[src/rtl/gcd_pkg.sv]
`timescale 1ns / 1ps
// ----------------------------------------------------------------------------
// gcd_pkg
// Shared widths, constants, tables and helpers of the great-circle distance
// pipeline.
// ----------------------------------------------------------------------------
package gcd_pkg;

    // Number of CORDIC micro-rotations, in both rotation and vectoring mode.
    localparam int CORDIC_ITERATIONS = 32;
    localparam int TABLE_LEN         = 48;

    // Datapath widths.
    localparam int LAT_W   = 25;
    localparam int LNG_W   = 26;
    localparam int MAG_W   = 26;
    localparam int PHASE_W = 32;
    localparam int XY_W    = 34;
    localparam int Q30_W   = 31;
    localparam int RAD_W   = 33;
    localparam int DIST_W  = 32;
    localparam int SQ_W    = 61;
    localparam int SQRT_STEPS = 31;

    // Coordinate limits in units of 1e-5 degree.
    localparam logic signed [LAT_W-1:0] LAT_MAX = 25'sd9000000;
    localparam logic signed [LNG_W-1:0] LNG_MAX = 26'sd18000000;

    // One turn is 360 degrees in input units.
    localparam logic [MAG_W-1:0] UNITS_PER_TURN = 26'd36000000;

    // Phase conversion by reciprocal multiplication. The reciprocal is
    // ceil(2^83 / one turn); with 52 fraction bits the error stays below
    // one part in a turn for every magnitude under 2^26, so the floor is
    // exact. Half a turn maps to exactly one half in the fraction.
    localparam int PHASE_FRAC = 52;
    localparam logic [83:0] PHASE_RECIP_WIDE =
        ((84'd1 << 83) + 84'(UNITS_PER_TURN) - 84'd1) / 84'(UNITS_PER_TURN);
    localparam logic [57:0] PHASE_RECIP = PHASE_RECIP_WIDE[57:0];
    localparam logic [83:0] PHASE_ROUND = 84'd1 << (PHASE_FRAC - 1);

    localparam logic signed [XY_W-1:0] CORDIC_K = 34'sd652032874;
    localparam logic signed [XY_W-1:0] ONE_Q30  = 34'sd1073741824;
    localparam logic signed [XY_W-1:0] HALF_TURN_Q31 = 34'sd2147483648;

    // round(0.4 * pi * 2^30) and the reset radius in millimeters.
    localparam logic [30:0]      FOUR_PI_TENTH = 31'd1349303771;
    localparam logic [RAD_W-1:0] RADIUS_RESET  = 33'd6372797561;

    // round(atan(2^-i) * 2^32 / (2*pi)).
    localparam logic [29:0] ATAN_TURN [0:TABLE_LEN-1] = '{
        30'd536870912, 30'd316933406, 30'd167458907, 30'd85004756,
        30'd42667331, 30'd21354465, 30'd10679838, 30'd5340245,
        30'd2670163, 30'd1335087, 30'd667544, 30'd333772,
        30'd166886, 30'd83443, 30'd41722, 30'd20861,
        30'd10430, 30'd5215, 30'd2608, 30'd1304,
        30'd652, 30'd326, 30'd163, 30'd81,
        30'd41, 30'd20, 30'd10, 30'd5,
        30'd3, 30'd1, 30'd1, 30'd0,
        30'd0, 30'd0, 30'd0, 30'd0, 30'd0, 30'd0, 30'd0, 30'd0,
        30'd0, 30'd0, 30'd0, 30'd0, 30'd0, 30'd0, 30'd0, 30'd0
    };

    // Q30 product, rounded by adding one half and flooring.
    function automatic logic signed [XY_W-1:0] mul_q30(
        input logic signed [XY_W-1:0] a,
        input logic signed [XY_W-1:0] b
    );
        logic signed [2*XY_W-1:0] p;
        p = a * b;
        p = p + 68'sd536870912;
        return p[XY_W+29:30];
    endfunction

endpackage

[src/rtl/gcd_isqrt.sv]
`timescale 1ns / 1ps
// ----------------------------------------------------------------------------
// gcd_isqrt
// Pipelined integer square root, one result bit per stage.
// ----------------------------------------------------------------------------
module gcd_isqrt (
    input  logic                            i_clk,
    input  logic                            i_rst_n,
    input  logic                            i_adv,
    input  logic                            i_vld,
    input  logic [gcd_pkg::SQ_W-1:0]        i_val,
    output logic                            o_vld,
    output logic [gcd_pkg::Q30_W-1:0]       o_root
);
    localparam int N = gcd_pkg::SQRT_STEPS;
    localparam int W = gcd_pkg::SQ_W;

    logic [W-1:0] s_n [0:N];
    logic [W-1:0] s_r [0:N];
    logic         s_vld [0:N];
    logic [W-1:0] r_n [0:N-1];
    logic [W-1:0] r_r [0:N-1];
    logic         r_vld [0:N-1];

    assign s_n[0]   = i_val;
    assign s_r[0]   = '0;
    assign s_vld[0] = i_vld;

    for (genvar k = 0; k < N; k++) begin : g_step
        localparam logic [W-1:0] BIT = W'(1) << (W - 1 - 2*k);
        logic [W:0] n_sum;
        logic       n_ge;

        always_comb begin
            n_sum = {1'b0, s_r[k]} + {1'b0, BIT};
            n_ge  = ({1'b0, s_n[k]} >= n_sum);
        end

        always_ff @(posedge i_clk) begin
            if (!i_rst_n) begin
                r_vld[k] <= 1'b0;
            end else if (i_adv) begin
                r_vld[k] <= s_vld[k];
            end
        end

        always_ff @(posedge i_clk) begin
            if (i_adv) begin
                if (n_ge) begin
                    r_n[k] <= s_n[k] - n_sum[W-1:0];
                    r_r[k] <= (s_r[k] >> 1) + BIT;
                end else begin
                    r_n[k] <= s_n[k];
                    r_r[k] <= s_r[k] >> 1;
                end
            end
        end

        assign s_n[k+1]   = r_n[k];
        assign s_r[k+1]   = r_r[k];
        assign s_vld[k+1] = r_vld[k];
    end

    assign o_root = s_r[N][gcd_pkg::Q30_W-1:0];
    assign o_vld  = s_vld[N];

endmodule

[config.mk]
export PLATFORM = sky130hd
export DESIGN_NAME = gcd_isqrt
export DESIGN_NICKNAME = d
export VERILOG_FILES = /design/src/rtl/gcd_pkg.sv /design/src/rtl/gcd_isqrt.sv
export SDC_FILE = /design/constraint.sdc
export NUM_CORES = 2
export LEC_CHECK = 0
export BUFFER_PORTS_ARGS = -buffer_cell sky130_fd_sc_hd__buf_2
export CAP_MARGIN = 20
export CORE_ASPECT_RATIO = 1.4
export CORE_UTILIZATION = 60
export DETAILED_ROUTE_END_ITERATION = 12
export MAX_ROUTING_LAYER = met4
export PLACE_DENSITY = 0.76
export RECOVER_POWER = 100
export SLEW_MARGIN = 20
export SYNTH_ARGS = -nofsm -noshare
export SYNTH_HDL_FRONTEND = slang
export SYNTH_SLANG_ARGS = --single-unit
[constraint.sdc]
create_clock -name i_clk -period 8.78 [get_ports i_clk]
set_input_delay 1.756 -clock i_clk [delete_from_list [all_inputs] [get_ports i_clk]]
set_output_delay 1.756 -clock i_clk [all_outputs]
set_load 0.01 [all_outputs]
# Word-level counts from Yosys, hierarchy flattened
# Memory sizes are Yosys's and may differ from the RTL's.
# Cells that the tools add are included.
[classes]
bitwise = 93
add_sub_neg = 91
muxes = 283
magnitude_cmp = 31
[op_table]
columns = ["operator", "n"]
rows = [
  ["$mux 61", 62],
  ["$ge 61x62->1", 30],
  ["$sub 61x61->61", 30],
  ["$mux 1", 221],
  ["$or 1x1->1", 93],
  ["$add 61x1->62 const B", 1],
  ["$add 61x11->62 const B", 1],
  ["$add 61x13->62 const B", 1],
  ["$add 61x15->62 const B", 1],
  ["$add 61x17->62 const B", 1],
  ["$add 61x19->62 const B", 1],
  ["$add 61x21->62 const B", 1],
  ["$add 61x23->62 const B", 1],
  ["$add 61x25->62 const B", 1],
  ["$add 61x27->62 const B", 1],
  ["$add 61x29->62 const B", 1],
  ["$add 61x3->62 const B", 1],
  ["$add 61x31->62 const B", 1],
  ["$add 61x33->62 const B", 1],
  ["$add 61x35->62 const B", 1],
  ["$add 61x37->62 const B", 1],
  ["$add 61x39->62 const B", 1],
  ["$add 61x41->62 const B", 1],
  ["$add 61x43->62 const B", 1],
  ["43 further kinds", 43],
]
[totals]
ram_bits = 3813
register_bits = 0
in_bits = 65
mem_count = 3
wordCells = 501
output_inout_bits = 32
[mem_list]
columns = ["name", "words", "width", "read_ports", "rd_clocked_by_memory_dff", "wr", "line", "source"]
rows = [
  ["r_n", 31, 61, 30, 0, 31, "gcd_isqrt.sv:21", "logic [W-1:0] r_n [0:N-1];"],
  ["r_r", 31, 61, 31, 0, 31, "gcd_isqrt.sv:22", "logic [W-1:0] r_r [0:N-1];"],
  ["r_vld", 31, 1, 31, 0, 31, "gcd_isqrt.sv:23", "logic r_vld [0:N-1];"],
]

# Longest topological paths before layout
# An unclocked memory read counts as a cell.
[depth]
ltp_word = 7
mapped_depth = 14
depth_no_buf = 12

# Worst setup path after synthesis
# No wires, ideal clock.
[synth_timing]
path_kind = "input -> register"
startpoint = "in i_adv"
endpoint = "mem r_n[1][793] (netlist name), enable pin"
setup_slack_ns = 3.019
arrival_ns = 5.279
n_path_buf = 5
required_time_ns = 8.298
setup_ns = 0.482
stages = 5
cell_sequence = "clkbuf_1 clkbuf_1 clkbuf_1 clkbuf_1 clkbuf_1"
[synth_lines]
columns = ["element", "line", "source"]
rows = [
  ["start, declared", "gcd_isqrt.sv:9", "input logic i_adv,"],
  ["end, declared", "gcd_isqrt.sv:21", ""],
]

==> results.yml <==
setup_path:
  r2r_start: "r_n[1][753]"
  worstPathRequired_ns: 9.14
  end_kind: "register"
  cp-endpoint: "r_n[1][451]"
  reg2reg_slack_ns: 2.26
  critPathKind: "primary input to register"
  crit_arrival_ns: 6.91
  critPathLaunch: "i_adv"
  reg2reg_to: "r_n[1][837]"
  critPathLaunchType: "primary input"
  worstRegToRegCells: 14
  crit_fanout: 140
die:
  dieArea_mm2: 0.192
  rows: 189
  dieWidth_um: 371
  dieHeight_um: 518
  start_util_pct: 60.3
  io_pins: 97
  core_area_mm2: 0.189
detailed_routing:
  routed_wl_mm: 308
  wl_per_cell_um: 25.6
  drtAntennaViolNets: 0
  via_per_inst: 6.26
  firstDrtPassIters: 9
  vias: 75400
  drt_iter0_drc: 6341
  drc: 0
cells_and_area:
  drive_above_1_share_pct: 6.20
  area_growth_pct: 9.33
  utilization_pct: 66.0
  num-nets-final: 9972
pwr:
  swShare_pct: 30.3
  powerDensity_mw_per_mm2: 263
  clkPwrFrac_pct: 30.8
  p_leak_nw: 46.5
  power_frac_comb_pct: 21.0
  switching_power_mw: 9.94
  p_int_mw: 22.8
  vdd_drop_max_mv: 0.247
  pwr-share-seq_pct: 48.2
cts:
  clock_latency_ns: 0.93
  clock_sinks: 2357
  path_clk_slew_ns: 0.06
  cts_buffer_depth: 4
  clock-root-buffer: "clkbuf_16"
  cts_buffers: 226
  htree_levels: 4
  hold_buffers: 0
  post_cts_buffers: 0
  cts_tree: "built"
  post_cts_resized: 0
placement:
  io_buffers: 96
  dp_hpwl_mm: 237
  gp_congestion: 1.01
outcome:
  failed_checks: "capacitance limit, slew limit"
  run_status: "finished, violations left"
grt:
  grt_remaining_overflow: 0
  grt_usage_pct: 32.7
  grt_pass1_vias: 74600
  antenna_found_initial: 5
  grt_max_degree: 147
  grt_pass1_wl_mm: 454
logic_synthesis:
  async_flop_share_pct: 0
  synth_edf_count: 2356
  synth_cell_types: 88
  synth_nets: 9824
  avgSynthCellArea_um2: 12.4
  synth_warnings: 0
  synth_area_mm2: 0.114
  syn_inst: 9235
  ys_seq_area_share_pct: 62.0
  ys_ff_latch: 2357
  synth_flop_cell: "edfxtp_1"
sta:
  slew_viol_final: 1836
  rsz0062_at_grt: "false"
  min_period_ns: 6.54
  final_hold_viol_count: 0
  tightest_slew_ns: 4.46
  setup_violations: 0
  fmax_mhz: 153
  finalCritPeriodShare_pct: 74.5
  slew_headroom_pct: -198
  clock_skew_ns: 0.0756
  tns_ns: 0
worst_hold_path:
  hp-class: "register to register"
run:
  maxCapViolations: 30
==> critical path, stage by stage <==
cell and delay (ns):
buf_12 0.49, clkbuf_1 1.16, clkbuf_1 3.20
==> placed cells by master, fill, tap and decap left out, drive strengths merged, types with 61 or more instances in the layout <==
cell       n
o21ai    469
buf       86
nand2b   118
xor2     414
edfxtp  2356
clkbuf   337
ha       523
or3      102
o21a      72
or4       61
nor3     251
nand4    165
nor2b     67
nand3    158
nor4     345
clkinv    85
or2       68
inv      633
and3      81
nor2     558
a21oi    551
a21o     202
nand2    665
xnor2    390
==> worst min path at each step <==
stage	start	slack, ns	depth (start not counted)	to
final	r_n[1][257]	0.43	0	r_n[1][318]
after global routing	r_r[1][149]	0.43	0	r_r[1][209]
after CTS	r_n[0][687]	0.42	0	r_n[0][748]
after detailed placement	r_n[1][257]	0.43	0	r_n[1][318]
after global placement	r_n[1][257]	0.42	0	r_n[1][318]
after floorplan	r_n[0][433]	0.42	0	r_n[0][494]
==> metal layers <==
metal / routed length [µm] / track usage, % / vias to the layer above
met2: 163000 / 58.1 / 2631
met1: 109000 / 34.7 / 36900
met3: 14800 / 3.79 / 941
li1: - / - / 34900
met5: 0 / - / -
met4: 21700 / 19.7 / 0
==> Yosys cell counts, types with 102 or more instances <==
cell	number	area share [%]
nor3_1	251	1.1
nor2_1	558	1.8
xnor2_1	390	3.0
o21ai_0	465	2.0
nand2b_1	118	0.65
clkbuf_1	214	0.70
a21oi_1	551	2.4
inv_1	623	2.0
nand4_1	165	0.90
xor2_1	414	3.2
a21o_1	202	1.3
nor4_1	345	1.9
edfxtp_1	2356	62
nand2_1	665	2.2
ha_1	523	5.7
or3_1	102	0.56
nand3_1	157	0.69
==> flip-flops by register name, summed over array words and instances, names as in the netlist <==
name and cells:
r_vld 31, r_r 496, r_n 1830
==> through the flow <==
| stage | setup WS, ns | instance area (µm²) | cells | hold slack [ns] | total power, mW |
|---|---|---|---|---|---|
| 4_1_cts | 3.99 | 125000 | 12000 | 0.422 | 32.8 |
| 5_1_grt | 1.86 | 125000 | 12000 | 0.433 | 34.1 |
| 3_3_place_gp | 3.36 | 117000 | 11600 | 0.423 | 22.7 |
| 6_report | 2.24 | 125000 | 12100 | 0.426 | 32.8 |
| 2_1_floorplan | 3.02 | 114000 | 9235 | 0.417 | 20.3 |
| 3_5_place_dp | 3.32 | 117000 | 11600 | 0.426 | 22.8 |
==> power by group through the flow <==
stage / combinational, mW / sequential, mW / clock [mW]
final: 6.87 / 15.8 / 10.1
after global routing: 7.58 / 15.9 / 10.6
after CTS: 6.84 / 15.8 / 10.2
after detailed placement: 6.80 / 16.0 / 0
after global placement: 6.70 / 16.0 / 0
after floorplan: 5.18 / 15.1 / 0
==> logic make-up (layout without fill, tap and decap cells) <==
family                   after synthesis  after routing  synth area share (%)
AND/OR/NAND/NOR                     2890           2890                  13.2
flip-flops                          2357           2357                  62.0
AO/OA/AOI/OAI                       1733           1733                  9.40
buffers and inverters                864           1193                  2.86
XOR/XNOR                             804            804                  6.17
adder cells (fa/ha/maj)              524            524                  5.75
multiplexers                          63             63                 0.607
other                                  0              6                     0
==> final cells by class <==
class,instances,area (µm²)
timing repair buffer,158,827
multi-input combinational,6014,40100
sequential,2357,70800
clock buffer,265,5880
tap,2483,3110
inverter,626,2350
clock inverter,144,1750
fill,13900,64400
antenna,6,15.0
No activity file was read; power rests on OpenSTA's default activity.
