`src/rtl/gcd_pkg.sv`:
```
`timescale 1ns / 1ps
// ----------------------------------------------------------------------------
// gcd_pkg
// Shared widths, constants, tables and helpers of the great-circle distance
// pipeline.
// ----------------------------------------------------------------------------
package gcd_pkg;

    // Number of CORDIC micro-rotations, in both rotation and vectoring mode.
    localparam int CORDIC_ITERATIONS = 32;
    localparam int TABLE_LEN         = 48;

    // Datapath widths.
    localparam int LAT_W   = 25;
    localparam int LNG_W   = 26;
    localparam int MAG_W   = 26;
    localparam int PHASE_W = 32;
    localparam int XY_W    = 34;
    localparam int Q30_W   = 31;
    localparam int RAD_W   = 33;
    localparam int DIST_W  = 32;
    localparam int SQ_W    = 61;
    localparam int SQRT_STEPS = 31;

    // Coordinate limits in units of 1e-5 degree.
    localparam logic signed [LAT_W-1:0] LAT_MAX = 25'sd9000000;
    localparam logic signed [LNG_W-1:0] LNG_MAX = 26'sd18000000;

    // One turn is 360 degrees in input units.
    localparam logic [MAG_W-1:0] UNITS_PER_TURN = 26'd36000000;

    // Phase conversion by reciprocal multiplication. The reciprocal is
    // ceil(2^83 / one turn); with 52 fraction bits the error stays below
    // one part in a turn for every magnitude under 2^26, so the floor is
    // exact. Half a turn maps to exactly one half in the fraction.
    localparam int PHASE_FRAC = 52;
    localparam logic [83:0] PHASE_RECIP_WIDE =
        ((84'd1 << 83) + 84'(UNITS_PER_TURN) - 84'd1) / 84'(UNITS_PER_TURN);
    localparam logic [57:0] PHASE_RECIP = PHASE_RECIP_WIDE[57:0];
    localparam logic [83:0] PHASE_ROUND = 84'd1 << (PHASE_FRAC - 1);

    localparam logic signed [XY_W-1:0] CORDIC_K = 34'sd652032874;
    localparam logic signed [XY_W-1:0] ONE_Q30  = 34'sd1073741824;
    localparam logic signed [XY_W-1:0] HALF_TURN_Q31 = 34'sd2147483648;

    // round(0.4 * pi * 2^30) and the reset radius in millimeters.
    localparam logic [30:0]      FOUR_PI_TENTH = 31'd1349303771;
    localparam logic [RAD_W-1:0] RADIUS_RESET  = 33'd6372797561;

    // round(atan(2^-i) * 2^32 / (2*pi)).
    localparam logic [29:0] ATAN_TURN [0:TABLE_LEN-1] = '{
        30'd536870912, 30'd316933406, 30'd167458907, 30'd85004756,
        30'd42667331, 30'd21354465, 30'd10679838, 30'd5340245,
        30'd2670163, 30'd1335087, 30'd667544, 30'd333772,
        30'd166886, 30'd83443, 30'd41722, 30'd20861,
        30'd10430, 30'd5215, 30'd2608, 30'd1304,
        30'd652, 30'd326, 30'd163, 30'd81,
        30'd41, 30'd20, 30'd10, 30'd5,
        30'd3, 30'd1, 30'd1, 30'd0,
        30'd0, 30'd0, 30'd0, 30'd0, 30'd0, 30'd0, 30'd0, 30'd0,
        30'd0, 30'd0, 30'd0, 30'd0, 30'd0, 30'd0, 30'd0, 30'd0
    };

    // Q30 product, rounded by adding one half and flooring.
    function automatic logic signed [XY_W-1:0] mul_q30(
        input logic signed [XY_W-1:0] a,
        input logic signed [XY_W-1:0] b
    );
        logic signed [2*XY_W-1:0] p;
        p = a * b;
        p = p + 68'sd536870912;
        return p[XY_W+29:30];
    endfunction

endpackage

```
`src/rtl/gcd_phase_div.sv`:
```
`timescale 1ns / 1ps
// ----------------------------------------------------------------------------
// gcd_phase_div
// Three-stage conversion of an angle in 1e-5 degree units into a phase
// word, rounded to nearest, by multiplication with the reciprocal of a turn.
// ----------------------------------------------------------------------------
module gcd_phase_div (
    input  logic                            i_clk,
    input  logic                            i_rst_n,
    input  logic                            i_adv,
    input  logic                            i_vld,
    input  logic [gcd_pkg::MAG_W-1:0]       i_mag,
    input  logic                            i_neg,
    input  logic                            i_shift32,
    output logic                            o_vld,
    output logic [gcd_pkg::PHASE_W-1:0]     o_phase
);
    localparam int MW  = gcd_pkg::MAG_W;
    localparam int PW  = gcd_pkg::PHASE_W;
    localparam int HW  = 29;
    localparam int PRW = MW + HW;
    localparam int SW  = MW + 2*HW;
    localparam int FR  = gcd_pkg::PHASE_FRAC;

    logic [MW-1:0]  w_mag;
    logic [HW-1:0]  w_recip_lo;
    logic [HW-1:0]  w_recip_hi;
    logic [SW-1:0]  w_sum;
    logic [PRW-1:0] r_p_lo;
    logic [PRW-1:0] r_p_hi;
    logic [PW-1:0]  r_q;
    logic [PW-1:0]  r_phase;
    logic           r_neg1, r_neg2;
    logic           r_vld1, r_vld2, r_vld3;

    // A full angle is twice a half angle; full-angle magnitudes never exceed
    // a quarter turn, so the doubling cannot overflow.
    assign w_mag      = i_shift32 ? {i_mag[MW-2:0], 1'b0} : i_mag;
    assign w_recip_lo = gcd_pkg::PHASE_RECIP[HW-1:0];
    assign w_recip_hi = gcd_pkg::PHASE_RECIP[2*HW-1:HW];

    // Recombine the two partial products and add the rounding half.
    assign w_sum = {r_p_hi, {HW{1'b0}}} + SW'(r_p_lo) + gcd_pkg::PHASE_ROUND;

    always_ff @(posedge i_clk) begin
        if (!i_rst_n) begin
            r_vld1 <= 1'b0;
            r_vld2 <= 1'b0;
            r_vld3 <= 1'b0;
        end else if (i_adv) begin
            r_vld1 <= i_vld;
            r_vld2 <= r_vld1;
            r_vld3 <= r_vld2;
        end
    end

    // Partial products, then the quotient, then the wrap of negative angles.
    always_ff @(posedge i_clk) begin
        if (i_adv) begin
            r_p_lo  <= {{HW{1'b0}}, w_mag} * {{MW{1'b0}}, w_recip_lo};
            r_p_hi  <= {{HW{1'b0}}, w_mag} * {{MW{1'b0}}, w_recip_hi};
            r_neg1  <= i_neg;
            r_q     <= w_sum[FR+PW-1:FR];
            r_neg2  <= r_neg1;
            r_phase <= r_neg2 ? (PW'(0) - r_q) : r_q;
        end
    end

    assign o_phase = r_phase;
    assign o_vld   = r_vld3;

endmodule

```
`config.mk`:
```
export PLATFORM = sky130hd
export DESIGN_NAME = gcd_phase_div
export DESIGN_NICKNAME = d
export VERILOG_FILES = /design/src/rtl/gcd_pkg.sv /design/src/rtl/gcd_phase_div.sv
export SDC_FILE = /design/constraint.sdc
export NUM_CORES = 2
export LEC_CHECK = 0
export BUFFER_PORTS_ARGS = -buffer_cell sky130_fd_sc_hd__buf_2
export CORE_AREA = 2 2 237 239
export CTS_CLUSTER_SIZE = 10
export DETAILED_ROUTE_END_ITERATION = 12
export DIE_AREA = 0 0 239 241
export GPL_TIMING_DRIVEN = 1
export HOLD_SLACK_MARGIN = 0.02
export PLACE_DENSITY = 0.78
export SYNTH_ARGS = -nofsm -noshare
export SYNTH_HDL_FRONTEND = slang
export SYNTH_SLANG_ARGS = --single-unit
```
`constraint.sdc`:
```
create_clock -name i_clk -period 22.5 [get_ports i_clk]
set_clock_uncertainty 0.05 [all_clocks]
set_input_delay 1.125 -clock i_clk [delete_from_list [all_inputs] [get_ports i_clk]]
set_output_delay 1.125 -clock i_clk [all_outputs]
set_load 0.005 [all_outputs]
```
* Word-level counts from Yosys, hierarchy flattened
Index checks and enable logic that the tools add are counted.
** Operators by class
- $add $sub $neg :: 3
- $mul :: 2
- Mux-type cells :: 2
** Operator list (number)
- multiplier 26 x 28 -> 54 bit, second input constant :: 2
- adder 84 x 52 -> 84 bit, second input constant :: 1
- adder 84 x 55 -> 84 bit :: 1
- 2-to-1 mux 32 bit :: 1
- subtractor 1 x 32 -> 32 bit, first input constant :: 1
- 2-to-1 mux 26 bit :: 1
** Storage, ports and cells
- Register bits :: 177
- Bits of input ports :: 32

* Longest topological paths before layout
- Depth after elaboration :: 2
- Gate-level depth with buffers :: 29
- Depth with buffers taken out :: 26

* Worst setup path before layout
Ideal clock, no wire load.
- Path kind :: input port to flip-flop
- From :: input i_shift32
- To :: register r_p_hi[47] (data pin)
- Setup time :: 0.265 ns
- Data arrival time :: 8.929 ns
- Required time :: 22.185 ns
- Setup slack :: 13.256 ns
- Stages :: 26
- Path buffers :: 2
- Cell sequence :: clkbuf_1 > clkbuf_1 > mux2i_1 > inv_1 > fa_1 > inv_1 > fa_1 > inv_1 > fa_1 > fa_1 > fa_1 > fa_1 > inv_1 > fa_1 > inv_1 > ha_1 > a21o_1 > a311o_1 > a2111oi_0 > o211a_1 > o31ai_1 > o21ai_0 > nand4b_1 > a31oi_1 > o21ai_0 > xor2_1
** Between the ends
- Longest elaborated chain between the ends :: 2
** RTL lines
- start: declaration :: line gcd_phase_div.sv:14 : input logic i_shift32,
- 2-to-1 mux 26 bit :: line gcd_phase_div.sv:38 : assign w_mag = i_shift32 ? {i_mag[MW-2:0], 1'b0} : i_mag;
- multiplier 26 x 28 -> 54 bit :: line gcd_phase_div.sv:61 : r_p_hi <= {{HW{1'b0}}, w_mag} * {{MW{1'b0}}, w_recip_hi};
- end signal: assignment :: line gcd_phase_div.sv:61
- end: declaration :: line gcd_phase_div.sv:30 : logic [PRW-1:0] r_p_hi;
No other way between the ends.
A chain may end at the register's enable or synchronous reset.

* Worst setup path in the final report
Same ends and word-level chain as after synthesis.

==> results.sh <==
export IMPL_diodes=0
export IMPL_worstReg2RegStart="r_p_lo[32]"
export IMPL_cts_tree="yes"
export IMPL_drtIter0Drc=1705
export IMPL_clkSinkCount=148
export IMPL_drc=0
export IMPL_drive_gt1_frac=0.04504
export IMPL_cts_htree_levels=4
export IMPL_fin_hold_ws_ns=0.4174
export IMPL_finalSetupTns_ns=0
export IMPL_first_global_vias=20780
export IMPL_io_pins=65
export IMPL_dr_pass1_iters=5
export IMPL_ys_types=59
export IMPL_critPathTopFamily="adder cells"
export IMPL_multi_input_area_um2=22430
export IMPL_root_buffer="clkbuf_16"
export IMPL_maxSlewViolCount=0
export IMPL_dp_slack_ns=12.52
export IMPL_routedWlPerCell_um=23.07
export IMPL_required_ns=22.63
export IMPL_cp_depth=25
export IMPL_netlist_area_leader_share=0.3427
export IMPL_rr_endpoint="r_q[16]"
export IMPL_grt_start_max_net_pins=83
export IMPL_core_um2=54880
export IMPL_netlist_top_cells_area="fa_1, ha_1, edfxtp_1, inv_1, xnor2_1"
export IMPL_drv_cap=0
export IMPL_setup_ws_ns=12.78
export IMPL_clkLatencyLatePin_ns=0.43
export IMPL_dp_hpwl_mm=74.20
export IMPL_outcome="complete, no violations"
export IMPL_max_stage_delay_ns=0.66
export IMPL_io_buffers=64
export IMPL_synth_ff_type="edfxtp_1"
export IMPL_synth_enable_flop_cells=145
export IMPL_netlist_area_um2=29960
export IMPL_crit_path_end="r_p_hi[47]"
export IMPL_hold_depth=0
export IMPL_num_vias=20280
export IMPL_cts_resized=0
export IMPL_syn_nets=3943
export IMPL_initial_core_util=0.5460
export IMPL_regArea_um2=4414
export IMPL_nFillCells=4643
export IMPL_ctsHoldBuffers=0
export IMPL_ant_nets=0
export IMPL_period_minus_slack_ns=9.716
export IMPL_clk_pin_slew_ns=0.07
export IMPL_cp_arrival_ns=9.84
export IMPL_final_cells=3635
export IMPL_antenna_found_initial=0
export IMPL_grt_usage=0.3044
export IMPL_reg2reg_depth=12
export IMPL_drt_total_wl_mm=83.87
export IMPL_grt_pass1_wl_mm=127.1
export IMPL_worst_setup_path_type="in2reg"
export IMPL_netlist_instances=2854
export IMPL_postCtsSetupRepairBufs=0
export IMPL_dpl_cell_count=3603
export IMPL_syn2layout_area_growth_pct=5.754
export IMPL_synth_warnings=0
export IMPL_ys_ff_latch=148
export IMPL_vias_per_cell=5.579
export IMPL_cts_buffers=17
export IMPL_hold_path_class="reg2reg"
export IMPL_worstMarginPinSlew_ns=1.006
export IMPL_critPathCaptureType="flop"
export IMPL_nNetsFinal=4007
export IMPL_ys_async_sr_fraction=0
export IMPL_mostFrequentLayoutCells="inv_1, ha_1, fa_1"
export IMPL_clock_path_buffers=2
export IMPL_cp_common_cell="fa_1"
export IMPL_crit_path_top_delay_cell="buf_2"
export IMPL_rows=86
export IMPL_fin_crit_sh=0.4318
export IMPL_finalSetupViolations=0
export IMPL_die_x_um=239
export IMPL_seq_area_frac_synth=0.1473
export IMPL_r2r_slack_ns=18.42
export IMPL_crit_fanout=26
export IMPL_cp_startpoint="i_shift32"
export IMPL_hold_viol=0
export IMPL_dieArea_um2=57600
export IMPL_gp_congestion=1.054
export IMPL_avgSynthCellArea_um2=10.50
export IMPL_maxSlewHeadroom=0.3296
export IMPL_start_kind="primary input"
export IMPL_grt_setup_unrepaired="no"
export IMPL_grt_ovfl_total=0
export IMPL_timing_fmax_mhz=102.9
export IMPL_yosys_area_top_type="fa_1"
export IMPL_final_common_cell="inv_1"
export IMPL_fp_dieH_um=241
export IMPL_critical_path_buf_inv_count=6
-- sequential cells by signal, summed over array words and instances, names as in the netlist --
register  flops
o_phase      32
o_vld         1
r_neg1        1
r_neg2        1
r_p_hi       54
r_p_lo       25
r_q          32
r_vld1        1
r_vld2        1
-- worst min-delay path by stage --
stage / from / end
after floorplan: r_neg1 / r_neg2
after global placement: r_neg1 / r_neg2
after detailed placement: r_neg1 / r_neg2
after CTS: r_neg1 / r_neg2
after global routing: r_neg1 / r_neg2
final: r_neg1 / r_neg2
-- per-stage QoR --
stage	utilization	cell area, µm²
finish	0.5775	31690
global route	0.5775	31690
CTS	0.5775	31690
detailed placement	0.5672	31130
global placement	0.5672	31130
floorplan	-	29970
-- per-layer routing --
metal	up-vias	global-route usage	wire length, µm
li1	9219	-	-
met1	10010	0.4264	35860
met3	160	0.06222	7618
met4	0	0.1176	3474
met5	-	0	0
met2	888	0.4674	36910
-- synth_stat cells, types with 6 or more instances --
cell	count
and2_1	9
nor3_1	19
xnor2_1	100
o21a_1	14
fa_1	513
ha_1	544
nand4_1	32
inv_1	806
nor2b_1	14
a21o_1	68
xor2_1	50
and3_1	20
edfxtp_1	145
o21ai_0	66
a31oi_1	13
o31ai_1	11
mux2i_1	25
o21bai_1	9
or2_2	14
nand2_1	82
nor2_1	44
clkbuf_1	25
a21oi_1	90
a211oi_1	6
nand2b_1	26
nand3_1	33
-- logic make-up (layout without fill, tap and decap cells) --
kind of cell | after synthesis | count (layout) | share of synthesized area
adder cells (fa/ha/maj) | 1057 | 1057 | 0.5699
buffers and inverters | 832 | 909 | 0.1042
AO/OA/AOI/OAI | 323 | 323 | 0.06990
AND/OR/NAND/NOR | 316 | 316 | 0.05537
XOR/XNOR | 150 | 150 | 0.04384
flip-flops | 148 | 148 | 0.1473
multiplexers | 28 | 28 | 0.009478
-- cell type report --
| cell class | count | area share |
|---|---|---|
| repair buffers | 71 | 0.01196 |
| multi-input cells | 1874 | 0.7077 |
| clock inverters | 13 | 0.003751 |
| flip-flops and latches | 148 | 0.1393 |
| clock buffers | 19 | 0.01398 |
| well taps | 704 | 0.02780 |
| inverters | 806 | 0.09547 |
Power is left out: the tool's default activity adds up to more than one toggle a clock period on the data nets, which glitch-free logic cannot reach.
